==> src/sv/whn_pkg.sv <==
package whn_pkg;

   // field and accumulator widths
   localparam int DATA_W       = 16;
   localparam int ACC_W        = 40;
   localparam int BIN_INDEX_W  = 6;
   localparam int CSR_INDEX_W  = 3;
   localparam int BINS_DEFAULT = 64;

   // shared divider: 17 quotient bits cover both the bin choice and a full share
   localparam int DIV_Q_W     = 17;
   localparam int DIV_STEPS   = 17;
   localparam int DIV_CNT_W   = 5;

   localparam logic [ACC_W-1:0] ACC_MAX = {ACC_W{1'b1}};

   // register reset values
   localparam logic [DATA_W-1:0] MASK_BITS_RESET  = 16'd0;
   localparam logic [DATA_W-1:0] MIN_PHOTOZ_RESET = 16'd0;
   localparam logic [DATA_W-1:0] MAX_PHOTOZ_RESET = 16'd65535;
   localparam logic [DATA_W-1:0] HIST_START_RESET = 16'd0;
   localparam logic [DATA_W-1:0] BIN_WIDTH_RESET  = 16'd205;

   typedef enum logic [CSR_INDEX_W-1:0] {
      CSR_MASK_BITS  = 3'd0,
      CSR_MIN_PHOTOZ = 3'd1,
      CSR_MAX_PHOTOZ = 3'd2,
      CSR_HIST_START = 3'd3,
      CSR_BIN_WIDTH  = 3'd4
   } csr_index_type;

   typedef enum logic [2:0] {
      ST_IDLE,
      ST_ROW_DIV,
      ST_ROW_ADD,
      ST_OUT_READ,
      ST_OUT_LOAD,
      ST_OUT_DIV,
      ST_OUT_SEND
   } state_type;

   // divider command: load remainder, dividend bits and divisor, then run
   typedef struct packed {
      logic               start;
      logic [ACC_W-1:0]   rem_init;
      logic [DIV_Q_W-1:0] dividend;
      logic [ACC_W-1:0]   divisor;
   } div_cmd_type;

   typedef struct packed {
      logic rd_en;
      logic wr_en;
      logic clear;
   } store_cmd_type;

   // add a weight to an accumulator, stopping at the top
   function automatic logic [ACC_W-1:0] sat_add(input logic [ACC_W-1:0] acc,
                                                input logic [DATA_W-1:0] wt);
      logic [ACC_W:0] sum;
      sum = {1'b0, acc} + {{(ACC_W-DATA_W+1){1'b0}}, wt};
      return sum[ACC_W] ? ACC_MAX : sum[ACC_W-1:0];
   endfunction

endpackage

==> src/sv/whn_divider.sv <==
module whn_divider
   import whn_pkg::*;
(
   input  logic               clock,
   input  logic               reset,
   input  div_cmd_type        cmd,
   output logic               done,
   output logic [DIV_Q_W-1:0] quotient
);

   logic [ACC_W-1:0]     rem_ff, rem_in;
   logic [DIV_Q_W-1:0]   quo_ff, quo_in;
   logic [ACC_W-1:0]     divisor_ff, divisor_in;
   logic [DIV_CNT_W-1:0] count_ff, count_in;
   logic                 run_ff, run_in;
   logic                 done_ff, done_in;
   logic [ACC_W:0]       trial;
   logic [ACC_W:0]       diff;

   // one restoring step: bring in the next dividend bit and try the subtract
   always_comb begin
      trial = {rem_ff, quo_ff[DIV_Q_W-1]};
      diff  = trial - {1'b0, divisor_ff};
   end

   always_comb begin
      rem_in     = rem_ff;
      quo_in     = quo_ff;
      divisor_in = divisor_ff;
      count_in   = count_ff;
      run_in     = run_ff;
      done_in    = 1'b0;
      if (cmd.start) begin
         rem_in     = cmd.rem_init;
         quo_in     = cmd.dividend;
         divisor_in = cmd.divisor;
         count_in   = DIV_CNT_W'(DIV_STEPS);
         run_in     = 1'b1;
      end else if (run_ff) begin
         if (diff[ACC_W]) begin
            rem_in = trial[ACC_W-1:0];
            quo_in = {quo_ff[DIV_Q_W-2:0], 1'b0};
         end else begin
            rem_in = diff[ACC_W-1:0];
            quo_in = {quo_ff[DIV_Q_W-2:0], 1'b1};
         end
         count_in = count_ff - DIV_CNT_W'(1);
         if (count_ff == DIV_CNT_W'(1)) begin
            run_in  = 1'b0;
            done_in = 1'b1;
         end
      end
   end

   always_ff @(posedge clock) begin
      rem_ff     <= rem_in;
      quo_ff     <= quo_in;
      divisor_ff <= divisor_in;
      count_ff   <= count_in;
      if (reset) begin
         run_ff  <= 1'b0;
         done_ff <= 1'b0;
      end else begin
         run_ff  <= run_in;
         done_ff <= done_in;
      end
   end

   assign done     = done_ff;
   assign quotient = quo_ff;

   // a finished division never coincides with a running one
   a_done_idle: assert property (@(posedge clock) disable iff (reset)
      done_ff |-> !run_ff)
      else $error("divider done while still running");

   // a start loads the divider with the full step count and sets it running
   a_start_runs: assert property (@(posedge clock) disable iff (reset)
      cmd.start |=> run_ff && count_ff == DIV_CNT_W'(DIV_STEPS))
      else $error("divider did not load on start");

   // the remainder stays below the divisor while running
   a_rem_bound: assert property (@(posedge clock) disable iff (reset)
      run_ff |-> rem_ff < divisor_ff)
      else $error("divider remainder bound");

endmodule

==> src/sv/whn_bin_store.sv <==
module whn_bin_store
   import whn_pkg::*;
#(
   parameter int BINS = BINS_DEFAULT
)
(
   input  logic                                clock,
   input  logic                                reset,
   input  store_cmd_type                       cmd,
   input  logic [(BINS > 1 ? $clog2(BINS) : 1)-1:0] rd_addr,
   input  logic [(BINS > 1 ? $clog2(BINS) : 1)-1:0] wr_addr,
   input  logic [ACC_W-1:0]                    wr_data,
   output logic [ACC_W-1:0]                    rd_data
);

   logic [ACC_W-1:0] mem [BINS];
   logic [BINS-1:0]  valid_ff;
   logic [ACC_W-1:0] rd_data_ff;

   // write port
   always_ff @(posedge clock) begin
      if (cmd.wr_en) begin
         mem[wr_addr] <= wr_data;
      end
   end

   // valid bits: an entry not written since the last clear reads as zero
   always_ff @(posedge clock) begin
      if (reset || cmd.clear) begin
         valid_ff <= '0;
      end else if (cmd.wr_en) begin
         valid_ff[wr_addr] <= 1'b1;
      end
   end

   // registered read port
   always_ff @(posedge clock) begin
      if (cmd.rd_en) begin
         rd_data_ff <= valid_ff[rd_addr] ? mem[rd_addr] : '0;
      end
   end

   assign rd_data = rd_data_ff;

   // clear and write are never asked for together
   a_no_clear_write: assert property (@(posedge clock) disable iff (reset)
      !(cmd.clear && cmd.wr_en))
      else $error("bin store cleared and written in one cycle");

   // after a clear every entry reads as empty
   a_clear_empties: assert property (@(posedge clock) disable iff (reset)
      cmd.clear |=> valid_ff == '0)
      else $error("bin store not empty after clear");

   // a write marks its entry
   a_write_marks: assert property (@(posedge clock) disable iff (reset)
      cmd.wr_en && !cmd.clear |=> valid_ff[$past(wr_addr)])
      else $error("bin store write not marked valid");

endmodule

==> src/sv/weighted_histogram_normalizer.sv <==
// A kept row is accepted, divided by the bin width, its bin read and its weight added.
// A row marked last then emits BINS results, each bin read and divided by a nonzero total.
// The shared 17-step divider serves rows and results; a new row is taken only while idle.
// busy is high for a kept row and a last row's results; results cannot be stalled.
// Synchronous reset clears the sums, the total, and restores register defaults.
module weighted_histogram_normalizer
   import whn_pkg::*;
#(
   parameter int BINS = BINS_DEFAULT
)
(
   input  logic                   clock,
   input  logic                   reset,
   // requests
   input  logic                   start,
   output logic                   busy,
   input  logic [DATA_W-1:0]      req_spec_z,
   input  logic [DATA_W-1:0]      req_photo_z,
   input  logic [DATA_W-1:0]      req_weight,
   input  logic [DATA_W-1:0]      req_flag_bits,
   input  logic                   req_last_item,
   // results
   output logic                   rsp_strobe,
   output logic [BIN_INDEX_W-1:0] rsp_bin_index,
   output logic [DATA_W-1:0]      rsp_fraction,
   output logic                   rsp_total_zero,
   output logic                   rsp_last_bin,
   // register writes
   input  logic                   csr_wr_en,
   input  logic [CSR_INDEX_W-1:0] csr_index,
   input  logic [DATA_W-1:0]      csr_wr_data
);

   localparam int IDX_W = BINS > 1 ? $clog2(BINS) : 1;

   state_type            state_ff, state_in;
   logic [DATA_W-1:0]    mask_bits_ff, min_photoz_ff, max_photoz_ff;
   logic [DATA_W-1:0]    hist_start_ff, bin_width_ff;
   logic [DATA_W-1:0]    weight_ff, weight_in;
   logic                 last_ff, last_in;
   logic [IDX_W-1:0]     bin_addr_ff, bin_addr_in;
   logic [IDX_W-1:0]     k_ff, k_in;
   logic [DATA_W-1:0]    frac_ff, frac_in;
   logic [ACC_W-1:0]     total_ff, total_in;

   logic                 take;
   logic                 keep_row;
   logic [DATA_W-1:0]    spec_offset;
   logic                 in_range;
   logic                 last_bin;
   logic                 total_zero;

   div_cmd_type          div_cmd;
   logic                 div_done;
   logic [DIV_Q_W-1:0]   div_q;
   store_cmd_type        store_cmd;
   logic [IDX_W-1:0]     rd_addr;
   logic [ACC_W-1:0]     rd_data;
   logic [ACC_W-1:0]     wr_data;

   whn_divider u_divider (
      .clock    (clock),
      .reset    (reset),
      .cmd      (div_cmd),
      .done     (div_done),
      .quotient (div_q)
   );

   whn_bin_store #(.BINS(BINS)) u_store (
      .clock   (clock),
      .reset   (reset),
      .cmd     (store_cmd),
      .rd_addr (rd_addr),
      .wr_addr (bin_addr_ff),
      .wr_data (wr_data),
      .rd_data (rd_data)
   );

   // row filter on the incoming request, plus bin range, last bin and zero total flags
   always_comb begin
      take        = start && (state_ff == ST_IDLE);
      spec_offset = req_spec_z - hist_start_ff;
      keep_row    = (req_weight != '0)
                 && ((req_flag_bits & mask_bits_ff) == '0)
                 && (req_photo_z >= min_photoz_ff)
                 && (req_photo_z <= max_photoz_ff)
                 && (bin_width_ff != '0)
                 && (req_spec_z >= hist_start_ff);
      in_range    = div_q < DIV_Q_W'(BINS);
      last_bin    = k_ff == IDX_W'(BINS - 1);
      total_zero  = total_ff == '0;
   end

   // next state
   always_comb begin
      state_in = state_ff;
      case (state_ff)
         ST_IDLE: begin
            if (take) begin
               if (keep_row) state_in = ST_ROW_DIV;
               else if (req_last_item) state_in = ST_OUT_READ;
            end
         end
         ST_ROW_DIV: begin
            if (div_done) begin
               if (in_range) state_in = ST_ROW_ADD;
               else if (last_ff) state_in = ST_OUT_READ;
               else state_in = ST_IDLE;
            end
         end
         ST_ROW_ADD:  state_in = last_ff ? ST_OUT_READ : ST_IDLE;
         ST_OUT_READ: state_in = ST_OUT_LOAD;
         ST_OUT_LOAD: state_in = total_zero ? ST_OUT_SEND : ST_OUT_DIV;
         ST_OUT_DIV: begin
            if (div_done) state_in = ST_OUT_SEND;
         end
         ST_OUT_SEND: state_in = last_bin ? ST_IDLE : ST_OUT_READ;
         default:     state_in = ST_IDLE;
      endcase
   end

   // divider and store commands
   always_comb begin
      div_cmd   = '0;
      store_cmd = '0;
      rd_addr   = k_ff;
      wr_data   = sat_add(rd_data, weight_ff);
      case (state_ff)
         ST_IDLE: begin
            if (take && keep_row) begin
               div_cmd.start    = 1'b1;
               div_cmd.dividend = {1'b0, spec_offset};
               div_cmd.divisor  = {{(ACC_W-DATA_W){1'b0}}, bin_width_ff};
            end
         end
         ST_ROW_DIV: begin
            rd_addr         = div_q[IDX_W-1:0];
            store_cmd.rd_en = div_done && in_range;
         end
         ST_ROW_ADD:  store_cmd.wr_en = 1'b1;
         ST_OUT_READ: store_cmd.rd_en = 1'b1;
         ST_OUT_LOAD: begin
            // sum * 2^16 / total: half the sum as remainder, its low bit then zeros
            if (!total_zero) begin
               div_cmd.start    = 1'b1;
               div_cmd.rem_init = {1'b0, rd_data[ACC_W-1:1]};
               div_cmd.dividend = {rd_data[0], {(DIV_Q_W-1){1'b0}}};
               div_cmd.divisor  = total_ff;
            end
         end
         ST_OUT_SEND: store_cmd.clear = last_bin;
         default: ;
      endcase
   end

   // datapath register updates
   always_comb begin
      weight_in   = weight_ff;
      last_in     = last_ff;
      bin_addr_in = bin_addr_ff;
      k_in        = k_ff;
      frac_in     = frac_ff;
      total_in    = total_ff;
      case (state_ff)
         ST_IDLE: begin
            if (take) begin
               weight_in = req_weight;
               last_in   = req_last_item;
            end
         end
         ST_ROW_DIV: begin
            if (div_done) bin_addr_in = div_q[IDX_W-1:0];
         end
         ST_ROW_ADD:  total_in = sat_add(total_ff, weight_ff);
         ST_OUT_LOAD: begin
            if (total_zero) frac_in = '0;
         end
         ST_OUT_DIV: begin
            if (div_done) begin
               frac_in = div_q[DIV_Q_W-1] ? {DATA_W{1'b1}} : div_q[DATA_W-1:0];
            end
         end
         ST_OUT_SEND: begin
            if (last_bin) begin
               k_in     = '0;
               total_in = '0;
            end else begin
               k_in = k_ff + IDX_W'(1);
            end
         end
         default: ;
      endcase
   end

   // control state and registers
   always_ff @(posedge clock) begin
      if (reset) begin
         state_ff      <= ST_IDLE;
         k_ff          <= '0;
         total_ff      <= '0;
         mask_bits_ff  <= MASK_BITS_RESET;
         min_photoz_ff <= MIN_PHOTOZ_RESET;
         max_photoz_ff <= MAX_PHOTOZ_RESET;
         hist_start_ff <= HIST_START_RESET;
         bin_width_ff  <= BIN_WIDTH_RESET;
      end else begin
         state_ff <= state_in;
         k_ff     <= k_in;
         total_ff <= total_in;
         if (csr_wr_en) begin
            case (csr_index)
               CSR_MASK_BITS:  mask_bits_ff  <= csr_wr_data;
               CSR_MIN_PHOTOZ: min_photoz_ff <= csr_wr_data;
               CSR_MAX_PHOTOZ: max_photoz_ff <= csr_wr_data;
               CSR_HIST_START: hist_start_ff <= csr_wr_data;
               CSR_BIN_WIDTH:  bin_width_ff  <= csr_wr_data;
               default: ;
            endcase
         end
      end
   end

   // payload registers
   always_ff @(posedge clock) begin
      weight_ff   <= weight_in;
      last_ff     <= last_in;
      bin_addr_ff <= bin_addr_in;
      frac_ff     <= frac_in;
   end

   // result ports
   assign busy           = state_ff != ST_IDLE;
   assign rsp_strobe     = state_ff == ST_OUT_SEND;
   assign rsp_bin_index  = BIN_INDEX_W'(k_ff);
   assign rsp_fraction   = frac_ff;
   assign rsp_total_zero = total_zero;
   assign rsp_last_bin   = last_bin;

   // results come only while busy
   a_strobe_busy: assert property (@(posedge clock) disable iff (reset)
      rsp_strobe |-> busy)
      else $error("result strobe while idle");

   // an accepted last row makes the block busy (a dropped plain row would not)
   a_take_busy: assert property (@(posedge clock) disable iff (reset)
      start && !busy && req_last_item |=> busy)
      else $error("last row accepted but block not busy");

   // the final bin returns the block to idle with an empty total
   a_last_bin_idle: assert property (@(posedge clock) disable iff (reset)
      rsp_strobe && rsp_last_bin |=> !busy && total_ff == '0)
      else $error("block not idle and cleared after final bin");

   // a zero total forces zero fractions
   a_zero_fraction: assert property (@(posedge clock) disable iff (reset)
      rsp_strobe && rsp_total_zero |-> rsp_fraction == '0)
      else $error("nonzero fraction with zero total");

endmodule
==> config.mk <==
export PLATFORM = sky130hd
export DESIGN_NAME = weighted_histogram_normalizer
export DESIGN_NICKNAME = d
export VERILOG_FILES = /design/src/sv/whn_pkg.sv /design/src/sv/whn_divider.sv /design/src/sv/whn_bin_store.sv /design/src/sv/weighted_histogram_normalizer.sv
export SDC_FILE = /design/constraint.sdc
export NUM_CORES = 2
export LEC_CHECK = 0
export BUFFER_PORTS_ARGS = -buffer_cell sky130_fd_sc_hd__buf_2
export CELL_PAD_IN_SITES_DETAIL_PLACEMENT = 1
export CELL_PAD_IN_SITES_GLOBAL_PLACEMENT = 2
export CORE_MARGIN = 8
export CORE_UTILIZATION = 49
export DETAILED_ROUTE_END_ITERATION = 10
export GPL_TIMING_DRIVEN = 0
export PLACE_DENSITY_LB_ADDON = 0.1
export SLEW_MARGIN = 20
export SYNTH_ARGS = -nofsm -noshare
export SYNTH_HDL_FRONTEND = slang
export SYNTH_SLANG_ARGS = --single-unit
==> constraint.sdc <==
create_clock -name clock -period 6.2 [get_ports clock]
set_clock_uncertainty 0.05 [all_clocks]
set_input_delay 0.31 -clock clock [delete_from_list [all_inputs] [get_ports clock]]
set_output_delay 0.31 -clock clock [all_outputs]
set_load 0.03 [all_outputs]
# ---- Word-level counts from Yosys, hierarchy flattened
# Memories as Yosys holds them, arrays and structs flattened. A register that Yosys moved wholly into a read port is not among the register bits.
# Index checks and enable logic that the tools add are counted.
dict set report totals {
  register_bits 336
  mem_bits_rw 2560
  input_bits 88
  output_inout_bits 26
  memories 1
  elab_cells 131
}
# name depth width read_ports rd_ports_with_merged_regs wr line_no
set memory_table {}
lappend memory_table {u_store.mem 64 40 1 1 1 whn_bin_store.sv:16} ;# logic [ACC_W-1:0] mem [BINS];
dict set report classes {
  n_lt_le_gt_ge 7
  n_bitwise 3
  n_eq_ne 18
  addsub 6
  reduce_logical 32
  n_mux 45
}
# cell n
set ops {}
lappend ops {{40-bit 2-to-1 mux} 7}
lappend ops {{57-bit one-hot mux with 2 select lines} 1}
lappend ops {{98-bit 2-to-1 mux} 1}
lappend ops {{40-bit by 16-bit adder with 41-bit output} 2}
lappend ops {{40-bit one-hot mux with 2 select lines} 1}
lappend ops {{64-bit OR} 1}
lappend ops {{56-bit 2-to-1 mux} 1}
lappend ops {{16-bit 2-to-1 mux} 3}
lappend ops {{41-bit by 40-bit subtractor with 41-bit output} 1}
lappend ops {{40-bit zero test} 1}
lappend ops {{17-bit 2-to-1 mux} 2}
lappend ops {{16-bit greater-or-equal comparator} 2}
lappend ops {{16-bit one-hot mux with 2 select lines} 1}
lappend ops {{16-bit nonzero test} 2}
lappend ops {{3-bit one-hot mux with 7 select lines} 1}
lappend ops {{17-bit by 7-bit < comparator with 1-bit output (second input constant)} 1}
lappend ops {{16-bit bitwise AND} 1}
lappend ops {{16-bit <= comparator} 1}
lappend ops {{16-bit zero test} 1}
lappend ops {{2-bit AND reduction} 8}
lappend ops {{16-bit subtractor} 1}
lappend ops {{3-bit 2-to-1 mux} 5}
lappend ops {{6-bit by 7-bit < comparator with 1-bit output (second input constant)} 2}
lappend ops {{3-bit by 2-bit equality test with 1-bit output (second input constant)} 4}
lappend ops {{26 further kinds} 60}

# ---- Depth between registers and ports, before layout
dict set report logic_depth {
  word_depth 11
  ltp_mapped 17
  mapped_depth_nobuf 15
}

# ---- Hierarchy
# A second synthesis with hierarchy kept.
dict set report unflattened {
  hier_cells 6450
  area_unflattened_um2 118374.8
}
# module seq_area_each_um2 cells_each instances area_per_inst_um2
set modules_own_cells {}
lappend modules_own_cells {whn_bin_store 79356.1 4372 1 100466.4}
lappend modules_own_cells {weighted_histogram_normalizer 3753.6 1402 1 11203.2}
lappend modules_own_cells {whn_divider 3052.9 676 1 6705.2}

# ---- Worst setup path before layout
# OpenSTA, ideal clock, no wires.
dict set report synth_path {
  path_kind {reg2reg}
  from {reg weight_ff[0]}
  to {mem u_store.mem[0][18], data pin}
  setup_time_ps 702
  synth_period_minus_slack_ps 5409
  t_arrival_ps 4658
  path_buffers 0
  path_stages_with_launch 13
  path_slack_ps 791
  path_cell_list {edfxtp_1 ha_1 inv_1 fa_1 nor2b_1 o21a_1 o21ai_0 a21oi_1 o41a_1 a21oi_1 o21a_1 nor2_1 o21ai_0}
}
dict set report synth_via {
  elab_chain_cells 2
}
# item line_no
set synth_rtl {}
lappend synth_rtl {{start, declared} weighted_histogram_normalizer.sv:39} ;# logic [DATA_W-1:0] weight_ff, weight_in;
lappend synth_rtl {{start signal, assigned} weighted_histogram_normalizer.sv:225} ;# weight_ff <= weight_in;
lappend synth_rtl {{40-bit by 16-bit adder with 41-bit output} whn_pkg.sv:60} ;# sum = {1'b0, acc} + {{(ACC_W-DATA_W+1){1'b0}}, wt};
lappend synth_rtl {{40-bit 2-to-1 mux} whn_pkg.sv:61} ;# return sum[ACC_W] ? ACC_MAX : sum[ACC_W-1:0];
lappend synth_rtl {{via u_store.wr_data[18]} whn_bin_store.sv:12} ;# input logic [ACC_W-1:0] wr_data,
lappend synth_rtl {{end, declared} whn_bin_store.sv:16}
# The timed path passes the listed nets, and every way through them passes these cells.

# ---- Final worst setup path
dict set report layout_path {
  from {reg u_store.rd_data_ff[0], in the netlist u_store.rd_data[0] (read register of u_store.mem)}
  to {mem u_store.mem[51][9], data pin}
}
dict set report layout_via {
  elab_chain_cells 2
}
# item line_no
set layout_rtl {}
lappend layout_rtl {{start, declared} whn_bin_store.sv:18} ;# logic [ACC_W-1:0] rd_data_ff;
lappend layout_rtl {{40-bit by 16-bit adder with 41-bit output} whn_pkg.sv:60}
lappend layout_rtl {{40-bit 2-to-1 mux} whn_pkg.sv:61}
lappend layout_rtl {{via u_store.wr_data[9]} whn_bin_store.sv:12}
# The timed path passes the listed nets, and every way through them passes these cells.

==> results.sh <==
export IMPL_status="complete, but fails checks"
export IMPL_violations="negative setup slack"
export IMPL_wl_per_cell_um=35.5
export IMPL_area_growth_synth_to_final_pct=17.3
export IMPL_overflow=0
export IMPL_rows=181
export IMPL_ys_types=78
export IMPL_cts_tree="yes"
export IMPL_drive_above_1_share_pct=22.6
export IMPL_syn_nets=6788
export IMPL_die_h_um=509
export IMPL_die_width_um=509
export IMPL_ir_drop_mv=0.394
export IMPL_drv_cap=0
export IMPL_pin_count=114
export IMPL_worstHoldStart="req_spec_z[13]"
export IMPL_hpwl_um=266000
export IMPL_vias_per_cell=6.31
export IMPL_synth_edff_count=2736
export IMPL_pwr_density_cell_nw_per_um2=384
export IMPL_final_common_cell="edfxtp_1"
export IMPL_core_um2=243000
export IMPL_hold_end="u_divider.quotient[13]$_DFFE_PP_"
export IMPL_drc_errors=0
export IMPL_worst_pin_slew_ns=1.20
export IMPL_nNetsFinal=7497
export IMPL_wirelength_um=381000
export IMPL_slew_violations=0
export IMPL_finalSetupTns_ns=-14.98
export IMPL_rsz0062_at_grt="true"
export IMPL_clockRootBuffer="clkbuf_16"
export IMPL_relSlewSlack_pct=19.7
export IMPL_synthesis_yosys_warnings=0
export IMPL_slowest_delay_ns=0.71
export IMPL_pre_cts_ws_ns=-0.250
export IMPL_start_util_pct=49.2
export IMPL_clk_latency_ns=0.96
export IMPL_reg2regPathDepth=15
export IMPL_synthCells=6573
export IMPL_worst_setup_path_type="flop to flop"
export IMPL_finalCritPeriodShare_pct=102
export IMPL_first_global_vias=69100
export IMPL_min_path_cells=5
export IMPL_final_setup_worst_slack_ns=-0.122
export IMPL_r2r_start="u_store.rd_data[0]$_SDFFCE_PN0P_"
export IMPL_critical_path_required_ns=6.75
export IMPL_worst_path_buf_inv=3
export IMPL_antenna_found_initial=25
export IMPL_grt_pass1_wl_um=531000
export IMPL_power_leakage_nw=46.9
export IMPL_cts_sinks=2936
export IMPL_end_kind="flop"
export IMPL_synth_ff_type="edfxtp_1"
export IMPL_die_area_um2=259000
export IMPL_finalHoldViolations=0
export IMPL_crit_family="simple AND/OR/NAND/NOR gates"
export IMPL_fin_util_pct=57.7
export IMPL_dr_pass1_iters=6
export IMPL_arrival_ns=6.87
export IMPL_rr_endpoint="u_store.mem[51][9]$_DFFE_PP_"
export IMPL_htreeDepth=5
export IMPL_ant_nets=0
export IMPL_max_freq_ghz=0.158
export IMPL_fin_crit_ns=6.32
export IMPL_async_flop_share_pct=0
export IMPL_final_cell_mix="edfxtp_1 (2736), mux4_2 (654), a21oi_1 (345)"
export IMPL_cp_start_kind="flop"
export IMPL_rrSetupSlack_ns=-0.12
export IMPL_hold_class="input pin to flop"
export IMPL_synth_seq_cells=2936
export IMPL_gp_congestion=0.898
export IMPL_clk_pin_slew_ns=0.06
export IMPL_numCtsBuffers=326
export IMPL_syn_avg_cell_area_um2=18.1
export IMPL_finalSetupViolCount=306
export IMPL_cp_slowest_cell="nand2_4"
export IMPL_ys_seq_area_share_pct=72.2
export IMPL_crit_fanout=64
export IMPL_grtUsageTotal_pct=29.0
export IMPL_clk_path_buf_depth=4
export IMPL_synth_cell_area_um2=119000
export IMPL_grt_max_degree=65
export IMPL_cp_cell_sequence="ha_1 -> inv_1 -> fa_1 -> nor2b_1 -> o21a_1 -> o21ai_0 -> a21oi_1 -> o41a_1 -> a21oi_1 -> o21a_1 -> nor3b_4 -> nand3_1 -> clkbuf_2 -> clkbuf_2 -> nand2_4"
export IMPL_via_count=67700
export IMPL_io_buffers=112
export IMPL_first_iter_violations=7670
final cells by class:
type                    instances  area, µm²
inverters                     138        518
flip-flops and latches       2936      86200
clock inverters               130       1040
well taps                    3202       4010
fillers                     21200     103000
clock buffers                 424       8620
plain buffers                 351       1830
repair buffers                381       6030
diodes                         12       30.0
multi-input cells            3148      31700
state kept, by name (all words and copies together) (netlist names):
| name | count |
|---|---|
| bin_addr_ff | 6 |
| bin_width_ff | 16 |
| hist_start_ff | 16 |
| last_ff | 1 |
| mask_bits_ff | 16 |
| max_photoz_ff | 16 |
| min_photoz_ff | 16 |
| rsp_bin_index | 6 |
| rsp_fraction | 16 |
| state_ff | 3 |
| total_ff | 40 |
| u_divider.count_ff | 5 |
| u_divider.divisor_ff | 40 |
| u_divider.done | 1 |
| u_divider.quotient | 17 |
| u_divider.rem_ff | 40 |
| u_divider.run_ff | 1 |
| u_store.mem | 2560 |
| u_store.rd_data | 40 |
| u_store.valid_ff | 64 |
| weight_ff | 16 |
per-stage QoR:
stage | hold WS [ns] | cell area [µm²] | total power [mW] | cells
3_3_place_gp | 0.392 | 124000 | 35.4 | 9887
3_5_place_dp | 0.399 | 130000 | 35.9 | 10100
5_1_grt | 0.0642 | 140000 | 55.2 | 10700
2_1_floorplan | 0.359 | 119000 | 31.1 | 6573
6_report | 0.0445 | 140000 | 53.7 | 10700
4_1_cts | 0.00417 | 140000 | 53.9 | 10700
metal layers:
layer  GRT usage, %  part of all wire (%)  vias up  routed length [µm]
met5              0                0.0060        -                  23
met2           47.4                    48     2867              182000
li1               -                     -    27900                   -
met3           5.25                   7.8      600               29700
met4           8.67                   3.4        4               13000
met1           40.2                    41    36300              156000
cells by family after synthesis:
kind of cell | Yosys count | synth area share, %
xor+xnor | 86 | 0.631
flops | 2936 | 72.2
simple gates | 1075 | 4.29
mux | 870 | 14.2
fa+ha+maj | 127 | 1.36
buf+inv | 489 | 1.95
compound gates | 990 | 5.32
worst min-delay path: stages:
cell and delay, ns:
buf_2 0.09, ha_1 0.14, inv_1 0.07, xnor2_1 0.14
o21ai_0 0.14
worst max-delay path by stage:
stage	from	end	slack, ns	cells past startpoint
final	u_store.rd_data[0]$_SDFFCE_PN0P_	u_store.mem[51][9]$_DFFE_PP_	-0.12	15
after global routing	u_store.rd_data[0]$_SDFFCE_PN0P_	u_store.mem[48][9]$_DFFE_PP_	-0.22	15
after CTS	u_store.rd_data[0]$_SDFFCE_PN0P_	u_store.mem[25][33]$_DFFE_PP_	0.03	16
after detailed placement	u_store.rd_data[0]$_SDFFCE_PN0P_	u_store.mem[44][22]$_DFFE_PP_	-0.25	16
after global placement	u_store.rd_data[0]$_SDFFCE_PN0P_	u_store.mem[60][6]$_DFFE_PP_	-3.55	9
after floorplan	weight_ff[0]$_DFFE_PP_	u_store.mem[0][18]$_DFFE_PP_	0.79	12
cell usage after synthesis, types with 45 or more instances:
cell / n / area, µm²
buf_4: 45 / 338
a22oi_1: 83 / 623
nand3_1: 63 / 315
o21ai_0: 137 / 686
nor2b_1: 182 / 1140
dfxtp_1: 200 / 4000
nand2_1: 307 / 1150
ha_1: 123 / 1540
clkbuf_1: 193 / 724
buf_2: 63 / 315
a21oi_1: 351 / 1760
xnor2_1: 48 / 420
inv_1: 138 / 518
a21o_1: 46 / 345
mux4_2: 654 / 14700
nor2_1: 317 / 1190
edfxtp_1: 2736 / 82200
a211oi_1: 177 / 1330
mux2i_1: 208 / 2080
report_power, final:
group / switching [mW] / total [mW] / leakage, nW / internal, mW
clock: 7.67 / 18.0 / 4.69 / 10.4
combinational: 7.88 / 12.3 / 15.9 / 4.39
sequential: 0.277 / 23.4 / 26.3 / 23.1
what timing repair did:
item                                     CTS  global route
buffers inserted                           0             0
endpoints found under the hold margin    109             0
hold buffers                              63             0
resized for setup                          2            11
endpoints found under the setup margin  1085          1052
(Power assumes the default switching activity.)
